==> src/hw/rtl/move_to_front_node_table_macros.svh <==
// assertion macros for the move-to-front node table
// used by modules that check their own control logic; needs clk_i and rst_ni in scope
`ifndef MOVE_TO_FRONT_NODE_TABLE_MACROS_SVH
`define MOVE_TO_FRONT_NODE_TABLE_MACROS_SVH

// property checked at every clock edge out of reset
`define MTF_ASSERT_CLK(lbl, prop, msg) \
  lbl: assert property (@(posedge clk_i) disable iff (!rst_ni) (prop)) else $error(msg);

// consequent checked in the cycle after the antecedent
`define MTF_ASSERT_NEXT(lbl, ante, cons, msg) \
  lbl: assert property (@(posedge clk_i) disable iff (!rst_ni) (ante) |=> (cons)) \
    else $error(msg);

`endif

==> src/hw/rtl/mtf_pkg.sv <==
// shared types and constants for the move-to-front node table
// no dependencies
package mtf_pkg;

  localparam logic OP_RECORD = 1'b0;
  localparam logic OP_READ   = 1'b1;

  typedef struct packed {
    logic [31:0]        key;
    logic signed [7:0]  snr;
    logic signed [15:0] rssi;
    logic [7:0]         hops;
    logic [31:0]        time_ms;
  } entry_t;

  typedef struct packed {
    logic               operation;
    logic [31:0]        node_key;
    logic signed [7:0]  link_snr;
    logic signed [15:0] link_rssi;
    logic [7:0]         hop_count;
    logic [31:0]        now_ms;
    logic [5:0]         read_index;
  } item_t;

  typedef struct packed {
    logic   entry_valid;
    logic   was_found;
    entry_t entry;
    logic [6:0] table_count;
  } result_t;

  // control handed from the sequencer to every cell
  typedef struct packed {
    logic match_en;
    logic shift_en;
  } cell_ctl_t;

  typedef enum logic [2:0] {
    S_IDLE   = 3'b001,
    S_MATCH  = 3'b010,
    S_UPDATE = 3'b100
  } state_e;

endpackage

==> src/hw/rtl/mtf_in_if.sv <==
// input channel of the move-to-front node table: valid, ready and one item
// depends on nothing
interface mtf_in_if;
  logic               valid;
  logic               ready;
  logic               operation;
  logic [31:0]        node_key;
  logic signed [7:0]  link_snr;
  logic signed [15:0] link_rssi;
  logic [7:0]         hop_count;
  logic [31:0]        now_ms;
  logic [5:0]         read_index;

  modport source (
    output valid, operation, node_key, link_snr, link_rssi, hop_count, now_ms, read_index,
    input  ready
  );
  modport sink (
    input  valid, operation, node_key, link_snr, link_rssi, hop_count, now_ms, read_index,
    output ready
  );
endinterface

==> src/hw/rtl/mtf_out_if.sv <==
// result channel of the move-to-front node table: valid, ready and one result
// depends on nothing
interface mtf_out_if;
  logic               valid;
  logic               ready;
  logic               entry_valid;
  logic               was_found;
  logic [31:0]        entry_key;
  logic signed [7:0]  entry_snr;
  logic signed [15:0] entry_rssi;
  logic [7:0]         entry_hops;
  logic [31:0]        entry_time;
  logic [6:0]         table_count;

  modport source (
    output valid, entry_valid, was_found, entry_key, entry_snr, entry_rssi, entry_hops,
           entry_time, table_count,
    input  ready
  );
  modport sink (
    input  valid, entry_valid, was_found, entry_key, entry_snr, entry_rssi, entry_hops,
           entry_time, table_count,
    output ready
  );
endinterface

==> src/hw/rtl/mtf_cell.sv <==
// one table position: holds an entry, compares its key, takes its left neighbor's entry
// depends on mtf_pkg
module mtf_cell (
  input  logic               clk_i,
  input  logic               rst_ni,
  input  mtf_pkg::cell_ctl_t ctl_i,
  input  logic [31:0]        key_i,
  input  logic               live_i,     // position holds a written entry
  input  logic               reach_i,    // position is within count, may take a shift
  input  logic               hit_i,      // a position nearer the front matched
  input  mtf_pkg::entry_t    shift_in_i,
  output logic               hit_o,
  output mtf_pkg::entry_t    entry_o
);

  logic            match_q;
  mtf_pkg::entry_t entry_q;

  always_ff @(posedge clk_i or negedge rst_ni) begin
    if (!rst_ni) begin
      match_q <= 1'b0;
    end else if (ctl_i.match_en) begin
      match_q <= live_i && (entry_q.key == key_i);
    end
  end

  // positions up to the first match, or up to the count, shift down by one
  always_ff @(posedge clk_i) begin
    if (ctl_i.shift_en && reach_i && !hit_i) begin
      entry_q <= shift_in_i;
    end
  end

  assign hit_o   = hit_i | match_q;
  assign entry_o = entry_q;

endmodule

==> src/hw/rtl/mtf_ctrl.sv <==
// sequencer of the move-to-front node table: item register, state machine, entry count
// depends on mtf_pkg and move_to_front_node_table_macros.svh
`include "move_to_front_node_table_macros.svh"

module mtf_ctrl #(
  parameter int TABLE_DEPTH = 16,
  localparam int CW = $clog2(TABLE_DEPTH + 1)
) (
  input  logic               clk_i,
  input  logic               rst_ni,
  input  logic               in_valid_i,
  input  mtf_pkg::item_t     in_item_i,
  output logic               in_ready_o,
  input  logic               out_stall_i,
  input  logic               found_i,
  output mtf_pkg::cell_ctl_t ctl_o,
  output logic               load_o,
  output mtf_pkg::item_t     item_o,
  output logic [CW-1:0]      count_o,
  output logic [CW-1:0]      count_next_o
);

  mtf_pkg::state_e state_q, state_d;
  mtf_pkg::item_t  item_q;
  logic [CW-1:0]   count_q, count_d;

  assign in_ready_o = (state_q == mtf_pkg::S_IDLE);

  always_comb begin
    state_d = state_q;
    unique case (state_q)
      mtf_pkg::S_IDLE:   if (in_valid_i) state_d = mtf_pkg::S_MATCH;
      mtf_pkg::S_MATCH:  state_d = mtf_pkg::S_UPDATE;
      mtf_pkg::S_UPDATE: if (!out_stall_i) state_d = mtf_pkg::S_IDLE;
      default:           state_d = mtf_pkg::S_IDLE;
    endcase
  end

  assign load_o         = (state_q == mtf_pkg::S_UPDATE) && !out_stall_i;
  assign ctl_o.match_en = (state_q == mtf_pkg::S_MATCH);
  assign ctl_o.shift_en = load_o && (item_q.operation == mtf_pkg::OP_RECORD);

  // a new key grows the table until it is full
  always_comb begin
    count_d = count_q;
    if (ctl_o.shift_en && !found_i && (count_q != CW'(TABLE_DEPTH))) begin
      count_d = count_q + CW'(1);
    end
  end

  always_ff @(posedge clk_i or negedge rst_ni) begin
    if (!rst_ni) begin
      state_q <= mtf_pkg::S_IDLE;
      count_q <= '0;
    end else begin
      state_q <= state_d;
      count_q <= count_d;
    end
  end

  always_ff @(posedge clk_i) begin
    if (in_valid_i && in_ready_o) begin
      item_q <= in_item_i;
    end
  end

  assign item_o       = item_q;
  assign count_o      = count_q;
  assign count_next_o = count_d;

  `MTF_ASSERT_CLK(a_count_bound, count_q <= CW'(TABLE_DEPTH), "count above table depth")
  `MTF_ASSERT_NEXT(a_count_hold, !ctl_o.shift_en, $stable(count_q), "count moved without record")
  `MTF_ASSERT_NEXT(a_count_step, ctl_o.shift_en,
    (count_q == $past(count_q)) || (count_q == $past(count_q) + CW'(1)), "count jumped")
  `MTF_ASSERT_NEXT(a_accept_match, in_valid_i && in_ready_o, state_q == mtf_pkg::S_MATCH,
    "accepted beat did not start a compare")

endmodule

==> src/hw/rtl/move_to_front_node_table.sv <==
// move-to-front node table: an accepted item passes the compare state, then the update state sets result valid
// one item at a time: accept, key compare in the cell row, then shift and load
// the shift cycle waits while a result still sits unaccepted in the output register
// the next item is taken while a result still waits in the output register
// reset clears the entry count and the handshake state; stored entries are undefined until written
// depends on mtf_pkg, mtf_in_if, mtf_out_if, mtf_ctrl and mtf_cell
module move_to_front_node_table #(
  parameter int TABLE_DEPTH = 16
) (
  input  logic      clk_i,
  input  logic      rst_ni,
  mtf_in_if.sink    in_i,
  mtf_out_if.source out_o
);

  localparam int CW = $clog2(TABLE_DEPTH + 1);
  localparam int IW = (TABLE_DEPTH > 1) ? $clog2(TABLE_DEPTH) : 1;

  mtf_pkg::item_t     in_item, item;
  mtf_pkg::cell_ctl_t ctl;
  mtf_pkg::entry_t    new_entry;
  mtf_pkg::entry_t    entry_w [TABLE_DEPTH];
  logic               hit_w [TABLE_DEPTH + 1];
  logic [CW-1:0]      count, count_next;
  logic               load, stall, found, read_ok;
  logic               out_valid_q;
  mtf_pkg::result_t   result_q, result_d;

  assign in_item.operation  = in_i.operation;
  assign in_item.node_key   = in_i.node_key;
  assign in_item.link_snr   = in_i.link_snr;
  assign in_item.link_rssi  = in_i.link_rssi;
  assign in_item.hop_count  = in_i.hop_count;
  assign in_item.now_ms     = in_i.now_ms;
  assign in_item.read_index = in_i.read_index;

  assign stall = out_valid_q && !out_o.ready;

  mtf_ctrl #(
    .TABLE_DEPTH (TABLE_DEPTH)
  ) u_ctrl (
    .clk_i        (clk_i),
    .rst_ni       (rst_ni),
    .in_valid_i   (in_i.valid),
    .in_item_i    (in_item),
    .in_ready_o   (in_i.ready),
    .out_stall_i  (stall),
    .found_i      (found),
    .ctl_o        (ctl),
    .load_o       (load),
    .item_o       (item),
    .count_o      (count),
    .count_next_o (count_next)
  );

  assign new_entry.key     = item.node_key;
  assign new_entry.snr     = item.link_snr;
  assign new_entry.rssi    = item.link_rssi;
  assign new_entry.hops    = item.hop_count;
  assign new_entry.time_ms = item.now_ms;

  assign hit_w[0] = 1'b0;

  for (genvar i = 0; i < TABLE_DEPTH; i++) begin : g_cell
    localparam logic [CW-1:0] Idx = CW'(i);
    mtf_pkg::entry_t shift_in;

    if (i == 0) begin : g_head
      assign shift_in = new_entry;
    end else begin : g_body
      assign shift_in = entry_w[i-1];
    end

    mtf_cell u_cell (
      .clk_i      (clk_i),
      .rst_ni     (rst_ni),
      .ctl_i      (ctl),
      .key_i      (item.node_key),
      .live_i     (Idx < count),
      .reach_i    (Idx <= count),
      .hit_i      (hit_w[i]),
      .shift_in_i (shift_in),
      .hit_o      (hit_w[i+1]),
      .entry_o    (entry_w[i])
    );
  end

  assign found   = hit_w[TABLE_DEPTH];
  assign read_ok = 7'(item.read_index) < 7'(count);

  always_comb begin
    result_d.table_count = 7'(count_next);
    if (item.operation == mtf_pkg::OP_RECORD) begin
      result_d.entry_valid = 1'b1;
      result_d.was_found   = found;
      result_d.entry       = new_entry;
    end else begin
      result_d.entry_valid = read_ok;
      result_d.was_found   = 1'b0;
      result_d.entry       = read_ok ? entry_w[item.read_index[IW-1:0]] : '0;
    end
  end

  always_ff @(posedge clk_i or negedge rst_ni) begin
    if (!rst_ni) begin
      out_valid_q <= 1'b0;
    end else if (load) begin
      out_valid_q <= 1'b1;
    end else if (out_o.ready) begin
      out_valid_q <= 1'b0;
    end
  end

  always_ff @(posedge clk_i) begin
    if (load) begin
      result_q <= result_d;
    end
  end

  assign out_o.valid       = out_valid_q;
  assign out_o.entry_valid = result_q.entry_valid;
  assign out_o.was_found   = result_q.was_found;
  assign out_o.entry_key   = result_q.entry.key;
  assign out_o.entry_snr   = result_q.entry.snr;
  assign out_o.entry_rssi  = result_q.entry.rssi;
  assign out_o.entry_hops  = result_q.entry.hops;
  assign out_o.entry_time  = result_q.entry.time_ms;
  assign out_o.table_count = result_q.table_count;

endmodule
==> src/flat_wrapper.sv <==
// flat-port wrapper written by rule: the top's interface ports become plain ports
module move_to_front_node_table_flat 
#(
  parameter int TABLE_DEPTH = 16
)
  (clk_i, rst_ni, in_i_valid, in_i_operation, in_i_node_key, in_i_link_snr, in_i_link_rssi, in_i_hop_count, in_i_now_ms, in_i_read_index, in_i_ready, out_o_valid, out_o_entry_valid, out_o_was_found, out_o_entry_key, out_o_entry_snr, out_o_entry_rssi, out_o_entry_hops, out_o_entry_time, out_o_table_count, out_o_ready);
  mtf_in_if in_i_i ();
  mtf_out_if out_o_i ();
  input  logic clk_i;
  input  logic rst_ni;
  input wire logic [$bits(in_i_i.valid)-1:0] in_i_valid;
  input wire logic [$bits(in_i_i.operation)-1:0] in_i_operation;
  input wire logic [$bits(in_i_i.node_key)-1:0] in_i_node_key;
  input wire logic [$bits(in_i_i.link_snr)-1:0] in_i_link_snr;
  input wire logic [$bits(in_i_i.link_rssi)-1:0] in_i_link_rssi;
  input wire logic [$bits(in_i_i.hop_count)-1:0] in_i_hop_count;
  input wire logic [$bits(in_i_i.now_ms)-1:0] in_i_now_ms;
  input wire logic [$bits(in_i_i.read_index)-1:0] in_i_read_index;
  output wire logic [$bits(in_i_i.ready)-1:0] in_i_ready;
  output wire logic [$bits(out_o_i.valid)-1:0] out_o_valid;
  output wire logic [$bits(out_o_i.entry_valid)-1:0] out_o_entry_valid;
  output wire logic [$bits(out_o_i.was_found)-1:0] out_o_was_found;
  output wire logic [$bits(out_o_i.entry_key)-1:0] out_o_entry_key;
  output wire logic [$bits(out_o_i.entry_snr)-1:0] out_o_entry_snr;
  output wire logic [$bits(out_o_i.entry_rssi)-1:0] out_o_entry_rssi;
  output wire logic [$bits(out_o_i.entry_hops)-1:0] out_o_entry_hops;
  output wire logic [$bits(out_o_i.entry_time)-1:0] out_o_entry_time;
  output wire logic [$bits(out_o_i.table_count)-1:0] out_o_table_count;
  input wire logic [$bits(out_o_i.ready)-1:0] out_o_ready;
  assign in_i_i.valid = in_i_valid;
  assign in_i_i.operation = in_i_operation;
  assign in_i_i.node_key = in_i_node_key;
  assign in_i_i.link_snr = in_i_link_snr;
  assign in_i_i.link_rssi = in_i_link_rssi;
  assign in_i_i.hop_count = in_i_hop_count;
  assign in_i_i.now_ms = in_i_now_ms;
  assign in_i_i.read_index = in_i_read_index;
  assign in_i_ready = in_i_i.ready;
  assign out_o_valid = out_o_i.valid;
  assign out_o_entry_valid = out_o_i.entry_valid;
  assign out_o_was_found = out_o_i.was_found;
  assign out_o_entry_key = out_o_i.entry_key;
  assign out_o_entry_snr = out_o_i.entry_snr;
  assign out_o_entry_rssi = out_o_i.entry_rssi;
  assign out_o_entry_hops = out_o_i.entry_hops;
  assign out_o_entry_time = out_o_i.entry_time;
  assign out_o_table_count = out_o_i.table_count;
  assign out_o_i.ready = out_o_ready;
  move_to_front_node_table #(.TABLE_DEPTH(TABLE_DEPTH)) u_core (.clk_i(clk_i), .rst_ni(rst_ni), .in_i(in_i_i), .out_o(out_o_i));
endmodule
==> config.mk <==
export PLATFORM = sky130hd
export DESIGN_NAME = move_to_front_node_table_flat
export DESIGN_NICKNAME = d
export VERILOG_FILES = /design/src/hw/rtl/mtf_pkg.sv /design/src/hw/rtl/mtf_in_if.sv /design/src/hw/rtl/mtf_out_if.sv /design/src/hw/rtl/mtf_cell.sv /design/src/hw/rtl/mtf_ctrl.sv /design/src/hw/rtl/move_to_front_node_table.sv /design/src/flat_wrapper.sv
export VERILOG_INCLUDE_DIRS = /design/src /design/src/hw/rtl
export SDC_FILE = /design/constraint.sdc
export NUM_CORES = 2
export LEC_CHECK = 0
export ABC_CLOCK_PERIOD_IN_PS = 43300
export BUFFER_PORTS_ARGS = -buffer_cell sky130_fd_sc_hd__buf_2
export CAP_MARGIN = 20
export CORE_MARGIN = 10
export CORE_UTILIZATION = 30
export CTS_CLUSTER_SIZE = 12
export DETAILED_ROUTE_END_ITERATION = 10
export PLACE_DENSITY = 0.41
export RECOVER_POWER = 25
export SLEW_MARGIN = 5
export SYNTH_ARGS = -nofsm -noshare
export SYNTH_HDL_FRONTEND = slang
export SYNTH_SLANG_ARGS = --single-unit
==> constraint.sdc <==
create_clock -name clk_i -period 43.3 [get_ports clk_i]
set_input_delay 12.99 -clock clk_i [delete_from_list [all_inputs] [get_ports clk_i]]
set_output_delay 12.99 -clock clk_i [all_outputs]
set_load 0.01 [all_outputs]
==> metrics.md <==
| Metric | Value |
|---|---|
| Status | `finished, final reports clean` |
| CP Capture Type | `register` |
| First-pass iteration count of the detailed router | `6` |
| Clk slew on worst S/H paths | `0.06 ns` |
| Clock skew | `0.0653 ns` |
| Max clock buf depth | `3` |
| CTS tree | `yes` |
| Synth top area share | `72.7%` |
| Clock root buffer | `clkbuf_16` |
| Setup-failing EPs final | `0` |
| Area of the core | `238000 um2` |
| Port Buffer Count | `211` |
| Post-CTS Setup Bufs | `0` |
| Hold Path Class | `register to register` |
| # rows | `179` |
| Ys async rst share | `1.41%` |
| RSZ-0062 raised after global routing | `false` |
| Final hold vios | `0` |
| Share of layout cells above drive strength 1 | `25.1%` |
| CP Launch Type | `input pin` |
| Reg2reg start | `u_core.u_ctrl.item_o[0]$_DFFE_PP_` |
| Hold_sp | `u_core.g_cell[13].u_cell.entry_o[34]$_DFFE_PP_` |
| Setup TNS | `0 ns` |
| Area Overhead vs Synth | `16.3%` |
| Vias in the first global route | `38.5k` |
| Kind of critical path | `input pin to register` |
| Die width | `510 um` |
| Synth top area cells | `edfxtp_1 73%, mux4_2 12%, xor2_1 3.2%` |
| Peak VDD IR | `0.0366 mV` |
| Sw Ratio | `28.0%` |
| Routed Antenna Nets | `0` |
| Maximum clock frequency | `61.6 MHz` |
| Die Ht | `510 um` |
| Critical Path AT | `16.64 ns` |
| CTS Hold Bufs | `0` |
| Initial antenna violation count | `12` |
| TritonCTS Buffers | `201` |
| Number of library cell types mapped by synthesis | `57` |
| Cell-internal power | `3170 uW` |
| Max Cap Violations | `0` |
| Starting DRT DRC Count | `3710` |
| Cell area after synthesis | `71900 um2` |
| Syn avg cell area | `20.0 um2` |
| Fraction of the yosys area taken by sequential cells | `73.6%` |
| Largest area contributor in the netlist | `edfxtp_1` |
| Worst Max-Slew Pin Slew | `1.07 ns` |
| Die area | `260000 um2` |
| Worst skew pair latency | `0.85 ns` |
| Final #Nets | `4005` |
| Critical path origin | `out_o_ready` |
| Finished Core Util | `35.1%` |
| H-tree depth | `4` |
| WL per Instance | `32.0 um` |
| Psw | `1230 uW` |
| Detailed-route via count | `37.3k` |
| GP Congestion | `0.796` |
| Combinational share of power | `16.6%` |
| GRT Util Overall | `17.4%` |
| Yosys reg bits | `1767` |
| Largest fanout on the critical path | `45` |
| Clk sinks | `1767` |
| Synth warn | `0` |
| Largest net degree at the start of global routing | `110` |
| Wire length after detailed routing | `232000 um` |
| Fin. max-slew vios | `0` |
| Tmin final | `16.23 ns` |
| Congestion Overflow GR | `0` |
| Fill cell total of the finished layout | `22.4k` |
| Clk network pwr share | `38.9%` |
| Primary FF master, synth | `edfxtp_1` |
| Crit share post-route | `37.5%` |
| First-pass GRT wire length | `323000 um` |
| CTS resizes | `0` |
| Drt drc | `0` |
| Vias per cell | `5.15` |
| Sequential fraction of design power | `44.5%` |
| # IOs | `214` |
| Worst EP required | `43.71 ns` |
| PwrDens | `52.6 nW/um2` |
| Starting Density | `30.2%` |
| Leak | `0.0262 uW` |
| Post-synth EDFFs | `1742` |
| Max-slew headroom at the worst pin | `28.8%` |
| Synthesized instance count | `3593` |
| Post-DP HPWL | `148000 um` |
## metal layers
metal  wire length (um)  track usage [%]
met2             103000             26.1
met5                  8                0
met4               5450             4.25
met1             106000             25.0
met3              16900             4.78
## registers in the layout, indices dropped and copies added (netlist names), 8 cells and up
signal,count
u_core.g_cell.u_cell.entry_o,1536
u_core.g_cell.u_cell.match_q,16
u_core.out_o.entry_hops,8
u_core.out_o.entry_key,32
u_core.out_o.entry_rssi,16
u_core.out_o.entry_snr,8
u_core.out_o.entry_time,32
u_core.u_ctrl.item_o,103
## cell families (layout without fill, tap and decap cells)
family,Yosys count,count (layout),synth area share [%]
xor+xnor,513,513,6.25
fa+ha+maj,7,7,0.122
other cells,1,5,0.00521
flops,1767,1767,73.6
compound gates,337,337,3.98
mux,384,384,12.0
simple gates,346,346,2.63
buf+inv,238,709,1.39
## placed cells by master (no fill, tap or decap), drive strengths merged, types with 4 or more instances in the layout
cell type	n
and2	5
nor3	19
clkinv	102
or3	5
mux4	384
nand2b	4
bufinv	20
o2bb2ai	94
ha	7
a21oi	10
a22o	196
nand4	77
clkbuf	240
edfxtp	1742
xnor2	253
o21ai	14
nand3	7
xor2	260
or2	4
clkinvlp	5
dfrtp	24
nor2	116
buf	321
inv	21
nand2	15
nor4	80
## synth_stat cells, types with 2 or more instances
master	n
nand2_1	15
or3_4	3
clkbuf_1	132
nand3b_1	3
buf_2	78
a211oi_1	2
o22ai_1	2
ha_1	7
dfrtp_1	24
edfxtp_1	1742
o21ai_0	14
or2_2	3
and2_1	4
a21oi_1	10
nor3_1	19
a21o_1	2
or4_1	2
nor2_1	116
nor4_1	77
nor3b_1	2
buf_1	15
or3_1	2
o2bb2ai_1	94
o31ai_1	3
nand2b_1	4
a32o_1	3
nor2b_1	3
mux4_2	384
nand4_1	77
nand3_1	7
a22o_1	196
buf_4	2
nor4_4	2
xnor2_1	253
inv_1	10
xor2_1	260
## area by class of cell
type | count | area [um2] | area share, %
diodes | 3 | 7.51 | 0.00898
flip-flops and latches | 1767 | 52900 | 63.3
clock inverters | 137 | 1350 | 1.61
repair buffers | 321 | 1960 | 2.35
well taps | 3167 | 3960 | 4.74
multi-input cells | 1589 | 18200 | 21.7
inverters | 11 | 43.8 | 0.0524
clock buffers | 240 | 5200 | 6.22
## final timing paths
kind / end / slack (ns) / cells past startpoint
setup / recovery: u_core.g_cell[10].u_cell.entry_o[30]$_DFFE_PP_ / 27.07 / 8
hold / removal: u_core.g_cell[14].u_cell.entry_o[34]$_DFFE_PP_ / 0.41 / 0
setup reg to reg: u_core.out_o.entry_key[7]$_DFFE_PP_ / 38.14 / 8
hold reg to reg: u_core.g_cell[14].u_cell.entry_o[34]$_DFFE_PP_ / 0.41 / 0
max in group asynchronous: u_core.g_cell[15].u_cell.match_q$_DFFE_PN0N_ / 30.32 / 1
min in group asynchronous: u_core.g_cell[5].u_cell.match_q$_DFFE_PN0N_ / 12.33 / 1
## stage by stage
step / instances / hold WS, ns / total power [uW] / setup slack [ns] / instance area, um2
floorplan: 3594 / 0.421 / 2440 / 14.04 / 71900
global placement: 6853 / 0.422 / 2750 / 26.13 / 77000
detailed placement: 6854 / 0.427 / 2740 / 26.08 / 77000
CTS: 7231 / 0.415 / 4470 / 26.96 / 83600
global route: 7234 / 0.418 / 4580 / 26.84 / 83600
finish: 7235 / 0.407 / 4400 / 27.07 / 83600
## power groups by stage
stage	registers [uW]	clock network (uW)	logic, uW
after global routing	1960	1830	779
after global placement	1990	0	751
after detailed placement	1990	0	744
after CTS	1960	1770	748
final	1960	1710	731
after floorplan	1990	0	448
## critical path, cell delays in order
cell	delay (ns)
buf_2	0.11
nand2b_1	0.19
nand4b_4	0.21
or2_4	0.34
or3_4	0.37
a211oi_4	0.83
buf_4	0.66
buf_4	0.75
Note: power is estimated with default switching activity, not from simulation.
